--- src/rtl/signature_class_dedup_assert.svh ---
// ----------------------------------------------------------------------------
// signature_class_dedup_assert.svh
// Assertion macros used by the signature class dedup datapath (scd_dp).
// ----------------------------------------------------------------------------
`ifndef SIGNATURE_CLASS_DEDUP_ASSERT_SVH
`define SIGNATURE_CLASS_DEDUP_ASSERT_SVH

// condition holds at every edge out of reset
`define SCD_ASSERT_ALWAYS(lbl, cond, msg) \
  lbl: assert property (@(posedge clk) disable iff (!rst_n) (cond)) else $error(msg);

// antecedent at one edge implies consequent at the next
`define SCD_ASSERT_NEXT(lbl, ante, cons, msg) \
  lbl: assert property (@(posedge clk) disable iff (!rst_n) (ante) |=> (cons)) \
    else $error(msg);

`endif

--- src/rtl/scd_pkg.sv ---
// ----------------------------------------------------------------------------
// scd_pkg
// Types and constants for the signature class dedup table.
// ----------------------------------------------------------------------------
package scd_pkg;

  localparam int MAX_CLASSES   = 64;
  localparam int MAX_SIG_TRITS = 16;
  localparam int SIG_W         = 32;
  localparam int CONF_W        = 16;
  localparam int CAND_W        = 10;
  localparam int CLS_W         = 6;
  localparam int CNT_W         = 7;
  localparam int TRIT_CFG_W    = 5;
  localparam int CFG_DATA_W    = 5;
  localparam int CFG_IDX_W     = 1;

  localparam logic [CAND_W-1:0]     CAND_MAX    = CAND_W'(1023);
  localparam logic [CNT_W-1:0]      CLASS_LIMIT = CNT_W'(MAX_CLASSES);
  localparam logic [TRIT_CFG_W-1:0] TRITS_LIMIT = TRIT_CFG_W'(MAX_SIG_TRITS);

  localparam logic [CFG_IDX_W-1:0] REG_COMPARE_CONF = 1'b0;
  localparam logic [CFG_IDX_W-1:0] REG_TRITS_IN_USE = 1'b1;

  typedef struct packed {
    logic [SIG_W-1:0]  trit_signature;
    logic [CONF_W-1:0] confidence_bits;
    logic              last_of_build;
  } scd_in_t;

  typedef struct packed {
    logic [CLS_W-1:0]  class_index;
    logic              new_class;
    logic [CAND_W-1:0] representative;
    logic [CAND_W-1:0] candidate_number;
    logic [CNT_W-1:0]  class_count;
    logic              table_full;
  } scd_out_t;

  typedef struct packed {
    logic [SIG_W-1:0]  sig;
    logic [CONF_W-1:0] conf;
    logic [CAND_W-1:0] rep;
  } scd_entry_t;

  typedef struct packed {
    logic load;
    logic scan;
    logic commit;
  } scd_cmd_t;

  typedef struct packed {
    logic hit;
    logic scan_done;
    logic out_busy;
  } scd_sts_t;

endpackage

--- src/rtl/scd_ctrl.sv ---
// ----------------------------------------------------------------------------
// scd_ctrl
// Sequencer: accept a request, run the class search, commit the result.
// ----------------------------------------------------------------------------
module scd_ctrl (
  input  logic              clk,
  input  logic              rst_n,
  input  logic              in_valid,
  output logic              in_ready,
  input  scd_pkg::scd_sts_t sts,
  output scd_pkg::scd_cmd_t cmd
);
  import scd_pkg::*;

  localparam logic [1:0] S_IDLE   = 2'd0;
  localparam logic [1:0] S_SEARCH = 2'd1;
  localparam logic [1:0] S_COMMIT = 2'd2;

  logic [1:0] state_r, state_nxt;

  always_ff @(posedge clk) begin
    if (!rst_n) begin
      state_r <= S_IDLE;
    end else begin
      state_r <= state_nxt;
    end
  end

  always_comb begin
    state_nxt  = state_r;
    cmd        = '0;
    in_ready   = 1'b0;
    unique case (state_r)
      S_IDLE: begin
        in_ready = 1'b1;
        if (in_valid) begin
          cmd.load  = 1'b1;
          state_nxt = S_SEARCH;
        end
      end
      S_SEARCH: begin
        if (sts.hit || sts.scan_done) begin
          state_nxt = S_COMMIT;
        end else begin
          cmd.scan = 1'b1;
        end
      end
      S_COMMIT: begin
        if (!sts.out_busy) begin
          cmd.commit = 1'b1;
          state_nxt  = S_IDLE;
        end
      end
      default: begin
        state_nxt = S_IDLE;
      end
    endcase
  end

endmodule

--- src/rtl/scd_dp.sv ---
// ----------------------------------------------------------------------------
// scd_dp
// Datapath: config, request latch, class key memory, scan and result register.
// ----------------------------------------------------------------------------
module scd_dp (
  input  logic                               clk,
  input  logic                               rst_n,
  input  logic                               cfg_we,
  input  logic [scd_pkg::CFG_IDX_W-1:0]      cfg_index,
  input  logic [scd_pkg::CFG_DATA_W-1:0]     cfg_data,
  input  scd_pkg::scd_in_t                   in_data,
  output logic                               out_valid,
  input  logic                               out_ready,
  output scd_pkg::scd_out_t                  out_data,
  input  scd_pkg::scd_cmd_t                  cmd,
  output scd_pkg::scd_sts_t                  sts
);
  import scd_pkg::*;

  logic                  cmp_conf_r;
  logic [TRIT_CFG_W-1:0] trits_r;

  scd_in_t               req_r;
  logic [SIG_W-1:0]      sig_mask_r;
  logic [CONF_W-1:0]     conf_mask_r;
  logic [TRIT_CFG_W-1:0] n_trits;

  scd_entry_t            mem [MAX_CLASSES];
  scd_entry_t            rd_data_r;
  logic [CNT_W-1:0]      scan_idx_r;
  logic                  pend_r;
  logic [CLS_W-1:0]      pend_idx_r;
  logic                  issue;
  logic                  match;

  logic [CNT_W-1:0]      class_cnt_r, class_cnt_nxt;
  logic [CAND_W-1:0]     cand_cnt_r, cand_cnt_nxt;
  logic                  room;
  logic                  mem_we;

  logic                  out_valid_r;
  scd_out_t              out_data_r, out_data_nxt;

  always_ff @(posedge clk) begin
    if (!rst_n) begin
      cmp_conf_r <= 1'b0;
      trits_r    <= TRITS_LIMIT;
    end else if (cfg_we) begin
      unique case (cfg_index)
        REG_COMPARE_CONF: cmp_conf_r <= cfg_data[0];
        REG_TRITS_IN_USE: trits_r    <= cfg_data[TRIT_CFG_W-1:0];
        default: ;
      endcase
    end
  end

  assign n_trits = (trits_r > TRITS_LIMIT) ? TRITS_LIMIT : trits_r;

  always_ff @(posedge clk) begin
    if (cmd.load) begin
      req_r       <= in_data;
      sig_mask_r  <= ~({SIG_W{1'b1}} << {1'b0, n_trits, 1'b0});
      conf_mask_r <= ~({CONF_W{1'b1}} << n_trits);
    end
  end

  // one key read issued per cycle while the scan runs and keys remain, compared the cycle after
  assign issue = cmd.scan && (scan_idx_r < class_cnt_r);

  always_ff @(posedge clk) begin
    if (!rst_n) begin
      scan_idx_r <= '0;
      pend_r     <= 1'b0;
    end else if (cmd.load) begin
      scan_idx_r <= '0;
      pend_r     <= 1'b0;
    end else if (cmd.scan) begin
      pend_r <= issue;
      if (issue) begin
        scan_idx_r <= scan_idx_r + CNT_W'(1);
      end
    end
  end

  always_ff @(posedge clk) begin
    if (issue) begin
      pend_idx_r <= scan_idx_r[CLS_W-1:0];
      rd_data_r  <= mem[scan_idx_r[CLS_W-1:0]];
    end
  end

  assign room   = class_cnt_r < CLASS_LIMIT;
  assign mem_we = cmd.commit && !sts.hit && room;

  always_ff @(posedge clk) begin
    if (mem_we) begin
      mem[class_cnt_r[CLS_W-1:0]] <= '{sig:  req_r.trit_signature,
                                       conf: req_r.confidence_bits,
                                       rep:  cand_cnt_r};
    end
  end

  assign match = (((rd_data_r.sig ^ req_r.trit_signature) & sig_mask_r) == '0) &&
                 (!cmp_conf_r ||
                  (((rd_data_r.conf ^ req_r.confidence_bits) & conf_mask_r) == '0));

  assign sts.hit       = pend_r && match;
  assign sts.scan_done = !pend_r && (scan_idx_r == class_cnt_r);
  assign sts.out_busy  = out_valid_r && !out_ready;

  always_comb begin
    out_data_nxt                  = '0;
    out_data_nxt.candidate_number = cand_cnt_r;
    class_cnt_nxt                 = class_cnt_r;
    priority if (sts.hit) begin
      out_data_nxt.class_index    = pend_idx_r;
      out_data_nxt.representative = rd_data_r.rep;
    end else if (room) begin
      out_data_nxt.class_index    = class_cnt_r[CLS_W-1:0];
      out_data_nxt.new_class      = 1'b1;
      out_data_nxt.representative = cand_cnt_r;
      class_cnt_nxt               = class_cnt_r + CNT_W'(1);
    end else begin
      out_data_nxt.table_full     = 1'b1;
    end
    out_data_nxt.class_count = class_cnt_nxt;
    cand_cnt_nxt = (cand_cnt_r == CAND_MAX) ? cand_cnt_r : cand_cnt_r + CAND_W'(1);
    if (req_r.last_of_build) begin
      class_cnt_nxt = '0;
      cand_cnt_nxt  = '0;
    end
  end

  always_ff @(posedge clk) begin
    if (!rst_n) begin
      class_cnt_r <= '0;
      cand_cnt_r  <= '0;
      out_valid_r <= 1'b0;
    end else begin
      if (cmd.commit) begin
        class_cnt_r <= class_cnt_nxt;
        cand_cnt_r  <= cand_cnt_nxt;
        out_valid_r <= 1'b1;
      end else if (out_ready) begin
        out_valid_r <= 1'b0;
      end
    end
  end

  always_ff @(posedge clk) begin
    if (cmd.commit) begin
      out_data_r <= out_data_nxt;
    end
  end

  assign out_valid = out_valid_r;
  assign out_data  = out_data_r;

  `include "signature_class_dedup_assert.svh"

  `SCD_ASSERT_ALWAYS(a_count_bound, class_cnt_r <= CLASS_LIMIT, "class count above limit")
  `SCD_ASSERT_NEXT(a_full_flag, cmd.commit && !sts.hit && !room, out_data_r.table_full && !out_data_r.new_class, "full table miss not flagged")
  `SCD_ASSERT_NEXT(a_hit_result, cmd.commit && sts.hit, !out_data_r.new_class && (out_data_r.class_index == $past(pend_idx_r)), "hit result mismatch")
  `SCD_ASSERT_NEXT(a_insert_count, mem_we && !req_r.last_of_build, class_cnt_r == $past(class_cnt_r) + CNT_W'(1), "insert did not bump class count")

endmodule

--- src/rtl/signature_class_dedup.sv ---
// ----------------------------------------------------------------------------
// signature_class_dedup
// First-fit class table: maps each signature to a class; flags misses when full.
//
//   port group | dir | handshake          | payload
//   in_        | in  | in_valid/in_ready  | scd_in_t  (signature, confidence, last)
//   out_       | out | out_valid/out_ready| scd_out_t (class, rep, counts, flags)
//   cfg_       | in  | cfg_we             | cfg_index, cfg_data
//
// One request at a time; a new request is accepted only once the linear key
// scan, one memory read per cycle until a hit or the last stored class, and the
// commit are done.
// The result register frees the input side while a result waits; commit of
// the next result waits for out_ready. Reset is synchronous, active low, and
// clears counters and config; the key memory needs no clearing.
// ----------------------------------------------------------------------------
module signature_class_dedup (
  input  logic                           clk,
  input  logic                           rst_n,
  input  logic                           in_valid,
  output logic                           in_ready,
  input  scd_pkg::scd_in_t               in_data,
  output logic                           out_valid,
  input  logic                           out_ready,
  output scd_pkg::scd_out_t              out_data,
  input  logic                           cfg_we,
  input  logic [scd_pkg::CFG_IDX_W-1:0]  cfg_index,
  input  logic [scd_pkg::CFG_DATA_W-1:0] cfg_data
);
  import scd_pkg::*;

  scd_cmd_t cmd;
  scd_sts_t sts;

  scd_ctrl u_ctrl (
    .clk      (clk),
    .rst_n    (rst_n),
    .in_valid (in_valid),
    .in_ready (in_ready),
    .sts      (sts),
    .cmd      (cmd)
  );

  scd_dp u_dp (
    .clk       (clk),
    .rst_n     (rst_n),
    .cfg_we    (cfg_we),
    .cfg_index (cfg_index),
    .cfg_data  (cfg_data),
    .in_data   (in_data),
    .out_valid (out_valid),
    .out_ready (out_ready),
    .out_data  (out_data),
    .cmd       (cmd),
    .sts       (sts)
  );

endmodule
--- config.mk ---
export PLATFORM = sky130hd
export DESIGN_NAME = signature_class_dedup
export DESIGN_NICKNAME = d
export VERILOG_FILES = /design/src/rtl/scd_pkg.sv /design/src/rtl/scd_ctrl.sv /design/src/rtl/scd_dp.sv /design/src/rtl/signature_class_dedup.sv
export VERILOG_INCLUDE_DIRS = /design/src /design/src/rtl
export SDC_FILE = /design/constraint.sdc
export NUM_CORES = 2
export LEC_CHECK = 0
export BUFFER_PORTS_ARGS = -buffer_cell sky130_fd_sc_hd__buf_2
export CAP_MARGIN = 20
export CELL_PAD_IN_SITES_DETAIL_PLACEMENT = 1
export CELL_PAD_IN_SITES_GLOBAL_PLACEMENT = 1
export CORE_AREA = 2 2 497 499
export DETAILED_ROUTE_END_ITERATION = 8
export DIE_AREA = 0 0 499 501
export PLACE_DENSITY_LB_ADDON = 0.1
export SLEW_MARGIN = 20
export SYNTH_ARGS = -nofsm -noshare
export SYNTH_HDL_FRONTEND = slang
export SYNTH_SLANG_ARGS = --single-unit
--- constraint.sdc ---
create_clock -name clk -period 15.5 [get_ports clk]
set_input_delay 3.1 -clock clk [delete_from_list [all_inputs] [get_ports clk]]
set_output_delay 3.1 -clock clk [all_outputs]
set_load 0.005 [all_outputs]
Yosys cells after proc, flatten, opt, wreduce, memory -nomap -nowiden
Memories as Yosys holds them, arrays and structs flattened. A register that Yosys moved wholly into a read port is not among the register bits. Cells that the tools add are included.

Order comparisons: 3. Add/sub/neg operators: 3. Mux-type cells: 25. Reductions and logical operators: 23. Bitwise gates (word level): 8. Equality and inequality tests: 8. Shift operators: 2.

Operators by type and width (count): 32-bit bitwise AND (1); 32-bit zero test (1); 32-bit inverter (1); 32-bit by 6-bit left shift with 32-bit output, first input constant (1); 32-bit bitwise XOR (1); 10-bit 2-to-1 mux (3); 7-bit 2-to-1 mux (3); 17-bit 2-to-1 mux (1); 16-bit bitwise AND (1); 16-bit zero test (1); 16-bit inverter (1); 16-bit by 5-bit left shift with 16-bit output, first input constant (1); 16-bit bitwise XOR (1); 7-bit by 1-bit adder with 7-bit output, second input constant (2); 1-bit 2-to-1 mux (12); 10-bit by 1-bit adder with 10-bit output, second input constant (1); 10-bit equality test, second input constant (1); 2-bit AND reduction (4); 7-bit equality test (1); 1-bit logical AND (7); 7-bit < comparator (1); 7-bit < comparator, second input constant (1); 2-bit 2-to-1 mux (3); 6-bit 2-to-1 mux (1); other kinds (14) (21).

RAM bits: 3712. Input port bits: 60. Word-level logic and storage cells: 93. Memories: 1. Output and inout bits: 37. Bits in registers: 172.

Memory list: u_dp.mem (words 64, width 58, rd ports 1, clocked after memory_dff 1, write ports 1, line scd_dp.sv:28) `scd_entry_t mem [MAX_CLASSES];`.

Depth between registers and ports, before layout
Depth after elaboration: 11. Mapped depth: 13. Gate-level depth less buffers: 9.

Cells and area by module
Synthesis repeated with hierarchy kept, for this count alone.

Cell total of the unflattened synthesis: 5841. Area, all modules: 148209.6 um^2.

By module, submodules not included: scd_dp (area each 148098.3 um^2, cells an instance 5828, instances 1, seq. area each 117032.2 um^2); scd_ctrl (area each 111.4 um^2, cells an instance 13, instances 1, seq. area each 40.0 um^2).

Worst setup path before layout
No wires, ideal clock.

Path type: input-to-reg. From: in out_ready. To: mem u_dp.mem[34][0] in the netlist's numbering, enable pin. Path slack: 5.494 ns. Path buffers: 1. Data arrival time: 9.389 ns. Stages: 6. Library setup time: 0.617 ns. Data required time: 14.883 ns. Path through: nand2b_1 nand2b_1 clkbuf_1 nor2_1 nand2_1 nor4_1.

Cells in the longest elaborated chain, start to end: 8.

RTL lines: start, declared (line signature_class_dedup.sv:24) `input logic out_ready,`; 1-bit zero test (line scd_dp.sv:109) `assign sts.out_busy = out_valid_r && !out_ready;`; 1-bit logical AND (line scd_dp.sv:109); 1-bit 2-to-1 mux (line scd_ctrl.sv:49) `if (!sts.out_busy) begin`; 1-bit 2-to-1 mux (line scd_ctrl.sv:33) `unique case (state_r)`; 1-bit logical AND (2 in series) (line scd_dp.sv:93) `assign mem_we = cmd.commit && !sts.hit && room;`; 1-bit 2-to-1 mux (line scd_dp.sv:96) `if (mem_we) begin`; 1-bit 2-to-1 mux (implied by the code) (line scd_dp.sv:97) `mem[class_cnt_r[CLS_W-1:0]] <= '{sig: req_r.trit_signature,`; end, declared (line scd_dp.sv:28).

No other way between the ends.

Worst setup path after layout
From: in out_ready. To: mem u_dp.mem[33][17] in the netlist's numbering, enable pin.

Same word-level chain as after synthesis.

==> flow_summary.rst <==
.. list-table::
   :header-rows: 1

   * - Metric
     - Value
   * - Global-route congestion overflow total
     - 0
   * - R2R setup slack
     - 9.53 ns
   * - Buffers added on ports
     - 96
   * - Clock tree from TritonCTS
     - built
   * - Max Fanout on Critical Path
     - 36
   * - Initial core utilization
     - 60.6%
   * - RSZ-0062 raised after global routing
     - false
   * - Result of the run
     - complete, no violations
   * - Type of the most critical hold path
     - register to register
   * - Proportion of synthesized flip-flops having asynchronous set or reset
     - 0%
   * - Length in cells of the worst reg-to-reg path
     - 7
   * - Worst setup path category
     - input port to register
   * - Transition time at the pin with the least slew margin
     - 1.17 ns
   * - Cell repeated most along the worst path
     - sky130_fd_sc_hd__nand2b_1
   * - Initial antenna violation count
     - 59
   * - Maximum single-stage delay on the critical path
     - 0.87 ns
   * - Latest clock arrival within the worst-skew pair
     - 1.02 ns
   * - Number of buffers added by the clock tree synthesis step
     - 397
   * - Area growth from synthesis to final layout
     - 12.0%
   * - Most used flip-flop cell after synthesis
     - sky130_fd_sc_hd__edfxtp_1
   * - Multi-input gate area
     - 30400 um2
   * - Mean cell area of the mapped netlist
     - 25.3 um2
   * - Number of flops mapped to enable cells by yosys
     - 3876
   * - Nature of the critical path endpoint
     - register
   * - Vertical extent of the die
     - 501 um
   * - Worst r2r dst
     - u_dp.rd_data_r[24]
   * - Critical Path End
     - u_dp.mem[33][17]
   * - Static Leak
     - 0.0501 uW
   * - Clock sink count
     - 3910
   * - Register area
     - 117000 um2
   * - Pre-CTS setup slack
     - 8.54 ns
   * - Pin count of the biggest net entering global routing
     - 141
   * - DR vias
     - 70325
   * - Setup ws final
     - 9.50 ns
   * - Post-layout min period
     - 6.00 ns
   * - VDD IR max
     - 0.130 mV
   * - Data arrival time of the worst path
     - 6.60 ns
   * - Average vias per placed instance
     - 7.16
   * - Final-report max-slew violation count
     - 0
   * - Post-DR wirelength/cell
     - 41.8 um
   * - Maximum level of the CTS H-tree
     - 5
   * - Slew headroom
     - 21.7%
   * - Setup crit start
     - out_ready
   * - Total wirelength of the detailed-routed design
     - 410 mm
   * - 1st-pass router iterations
     - 6
   * - Number of placement rows
     - 182
   * - Max-cap violation count
     - 0
   * - Post-Synthesis Cell Area
     - 148000 um2
   * - Largest clock skew in the final design
     - 0.0576 ns
   * - First-pass GRT wire length
     - 575 mm
   * - Initial DRC count
     - 10665
   * - Cell type of the slowest stage on the worst timing path
     - sky130_fd_sc_hd__nor2_4
   * - Net count after synthesis
     - 5942
   * - Dpl cell area
     - 154000 um2
   * - Filler cell count
     - 17993
   * - Kind of start point of the critical path
     - input port
   * - Horizontal extent of the die
     - 499 um
   * - Final std cell area, no fill
     - 166000 um2
   * - Data required, critical path
     - 16.10 ns
   * - Setup bufs post-CTS
     - 0
   * - Final Hold Viols
     - 0
   * - Die footprint
     - 250000 um2
   * - Final Net Count
     - 6353
   * - Highest achievable clock rate
     - 0.167 GHz
   * - Synthesized instance count
     - 5871
   * - Number of buffers added to fix hold violations after cts
     - 0
   * - Sequential cell area fraction in the yosys report
     - 78.9%
   * - Antenna violation net count after detailed routing
     - 0
   * - Final HPWL from detailed placement
     - 238 mm
   * - Global-route total usage across every layer
     - 33.6%
   * - Number of ports placed on the die boundary
     - 97
   * - Setup_tns
     - 0 ns
   * - Routability congestion estimate
     - 0.866
   * - Cell chain of the critical path
     - buf_2 > nand2b_1 > nand2b_1 > nor2_1 > nand2_1 > nor2_4 > buf_4
   * - Power density normalized to cell area
     - 127 nW/um2
   * - Number of global-route vias before repair
     - 71604
   * - Fraction of the cycle the final worst path needs
     - 38.7%
   * - Area of the core
     - 245000 um2
   * - Clock buffer depth
     - 4
   * - FF+latch count, synth
     - 3910
   * - Clock root buffer
     - sky130_fd_sc_hd__clkbuf_16
   * - Post-layout power
     - 21100 uW
   * - # resized after CTS
     - 0
   * - Share of layout cells above drive strength 1
     - 33.1%
   * - Distinct cells, synth
     - 51
   * - CTS clk-pin slew, worst paths
     - 0.06 ns
   * - Reg-to-Reg Start
     - u_dp.scan_idx_r[0]
   * - Number of design rule violations left after detail routing
     - 0
   * - Share of the core filled with cells in the final layout
     - 67.9%
   * - Final setup vio count
     - 0
   * - Warning count from the yosys run
     - 0
## worst max-delay path, delay by kind of cell
family                 cells  cell delay [ns]
AND/OR/NAND/NOR            5             2.53
buffers and inverters      2             0.87
## layout make-up
type / instances / area share [%]
multi-input cells: 1643 / 18.3
diodes: 13 / 0.0196
clock inverters: 245 / 1.21
repair buffers: 317 / 1.40
well taps: 3220 / 2.42
flip-flops and latches: 3910 / 70.5
clock buffers: 461 / 6.15
inverters: 13 / 0.0294
## metrics by stage
| step | std cells | hold slack (ns) |
|---|---|---|
| after global placement | 9098 | 0.464 |
| after detailed placement | 9099 | 0.522 |
| after floorplan | 5871 | 0.432 |
| final | 9822 | 0.528 |
| after global routing | 9811 | 0.547 |
| after CTS | 9805 | 0.519 |
## logic make-up (layout without fill, tap and decap cells)
logic type,Yosys count,after routing,synth area share (%)
and+or+nand+nor,257,257,0.817
DFF,3910,3910,78.9
AOI/OAI and AO/OA,91,91,0.403
other,0,13,0
muxes,1224,1224,18.5
adders and majority gates,11,11,0.0927
xor gates and xnor gates,60,60,0.354
buffers and inverters,318,1036,0.933
## registers in the layout, indices dropped and copies added (netlist names)
signal            cells
u_ctrl.state_r        2
u_dp.cand_cnt_r      10
u_dp.class_cnt_r      7
u_dp.cmp_conf_r       1
u_dp.conf_mask_r     15
u_dp.mem           3712
u_dp.out_data        35
u_dp.out_valid        1
u_dp.pend_idx_r       6
u_dp.pend_r           1
u_dp.rd_data_r       58
u_dp.req_r           49
u_dp.scan_idx_r       7
u_dp.sig_mask_r       1
u_dp.trits_r          5
## layout by cell type, fill, tap and decap left out, types with 5 or more instances in the layout
| cell | synthesis | routed |
|---|---|---|
| sky130_fd_sc_hd__nor3_1 | 27 | 7 |
| sky130_fd_sc_hd__inv_6 | 0 | 10 |
| sky130_fd_sc_hd__xor2_1 | 52 | 52 |
| sky130_fd_sc_hd__a22oi_1 | 8 | 8 |
| sky130_fd_sc_hd__mux4_2 | 1218 | 1218 |
| sky130_fd_sc_hd__dfxtp_2 | 0 | 7 |
| sky130_fd_sc_hd__buf_12 | 0 | 11 |
| sky130_fd_sc_hd__nand2_1 | 61 | 61 |
| sky130_fd_sc_hd__dfxtp_1 | 34 | 18 |
| sky130_fd_sc_hd__clkinvlp_4 | 0 | 21 |
| sky130_fd_sc_hd__or3_1 | 9 | 9 |
| sky130_fd_sc_hd__clkinv_4 | 0 | 6 |
| sky130_fd_sc_hd__xnor2_1 | 8 | 8 |
| sky130_fd_sc_hd__o31ai_1 | 11 | 11 |
| sky130_fd_sc_hd__nand3_1 | 35 | 35 |
| sky130_fd_sc_hd__inv_1 | 12 | 11 |
| sky130_fd_sc_hd__a21oi_1 | 7 | 7 |
| sky130_fd_sc_hd__clkinv_2 | 0 | 86 |
| sky130_fd_sc_hd__nor2_1 | 75 | 33 |
| sky130_fd_sc_hd__bufinv_16 | 0 | 30 |
| sky130_fd_sc_hd__edfxtp_1 | 3876 | 3876 |
| sky130_fd_sc_hd__buf_2 | 69 | 96 |
| sky130_fd_sc_hd__clkbuf_1 | 175 | 62 |
| sky130_fd_sc_hd__nor2_4 | 0 | 42 |
| sky130_fd_sc_hd__diode_2 | 0 | 13 |
| sky130_fd_sc_hd__nand4_1 | 10 | 10 |
| sky130_fd_sc_hd__dfxtp_4 | 0 | 9 |
| sky130_fd_sc_hd__nand2b_1 | 10 | 10 |
| sky130_fd_sc_hd__nor3_2 | 0 | 20 |
| sky130_fd_sc_hd__o21ai_0 | 34 | 33 |
| sky130_fd_sc_hd__buf_4 | 20 | 206 |
| sky130_fd_sc_hd__ha_1 | 11 | 11 |
| sky130_fd_sc_hd__clkinv_1 | 1 | 90 |
| sky130_fd_sc_hd__nor2b_1 | 8 | 8 |
| sky130_fd_sc_hd__a21boi_0 | 5 | 5 |
| sky130_fd_sc_hd__clkbuf_16 | 0 | 399 |
## synthesized netlist by cell type, types with 9 or more instances
library cell / number / area share [%]
sky130_fd_sc_hd__nor3_1: 27 / 0.091
sky130_fd_sc_hd__inv_1: 12 / 0.030
sky130_fd_sc_hd__mux4_2: 1218 / 18
sky130_fd_sc_hd__clkbuf_1: 175 / 0.44
sky130_fd_sc_hd__xor2_1: 52 / 0.31
sky130_fd_sc_hd__or3_1: 9 / 0.038
sky130_fd_sc_hd__nand3_1: 35 / 0.12
sky130_fd_sc_hd__buf_4: 20 / 0.10
sky130_fd_sc_hd__ha_1: 11 / 0.093
sky130_fd_sc_hd__dfxtp_1: 34 / 0.46
sky130_fd_sc_hd__nand2_1: 61 / 0.15
sky130_fd_sc_hd__buf_1: 37 / 0.094
sky130_fd_sc_hd__nor2_1: 75 / 0.19
sky130_fd_sc_hd__o31ai_1: 11 / 0.056
sky130_fd_sc_hd__nand4_1: 10 / 0.042
sky130_fd_sc_hd__buf_2: 69 / 0.23
sky130_fd_sc_hd__edfxtp_1: 3876 / 78
sky130_fd_sc_hd__o21ai_0: 34 / 0.11
sky130_fd_sc_hd__nand2b_1: 10 / 0.042
## routing by layer
metal  vias to the layer above  GRT usage [%]  wire, um
li1                      26459              -         -
met1                     38333           49.2    154000
met5                         -              0       303
met2                      4764           50.6    193000
met4                        44           10.4     13300
met3                       725           8.91     50100
## how the worst min path moves through the flow
stage                                  start            endpoint  slack, ns  cells after the start
final                     u_dp.scan_idx_r[6]  u_dp.scan_idx_r[6]       0.53                      2
after global routing      u_dp.pend_idx_r[4]   u_dp.out_data[33]       0.55                      2
after CTS                 u_dp.scan_idx_r[6]  u_dp.scan_idx_r[6]       0.52                      2
after detailed placement  u_dp.pend_idx_r[4]   u_dp.out_data[33]       0.52                      2
after global placement    u_dp.scan_idx_r[6]  u_dp.scan_idx_r[6]       0.46                      2
after floorplan           u_dp.scan_idx_r[2]  u_dp.pend_idx_r[2]       0.43                      0
## where the power goes
group | internal [uW] | switching, uW
Combinational | 44.5 | 264
Sequential | 11600 | 23.4
Clock | 5200 | 3950
Total | 16900 | 4240
(Power assumes the default switching activity.)
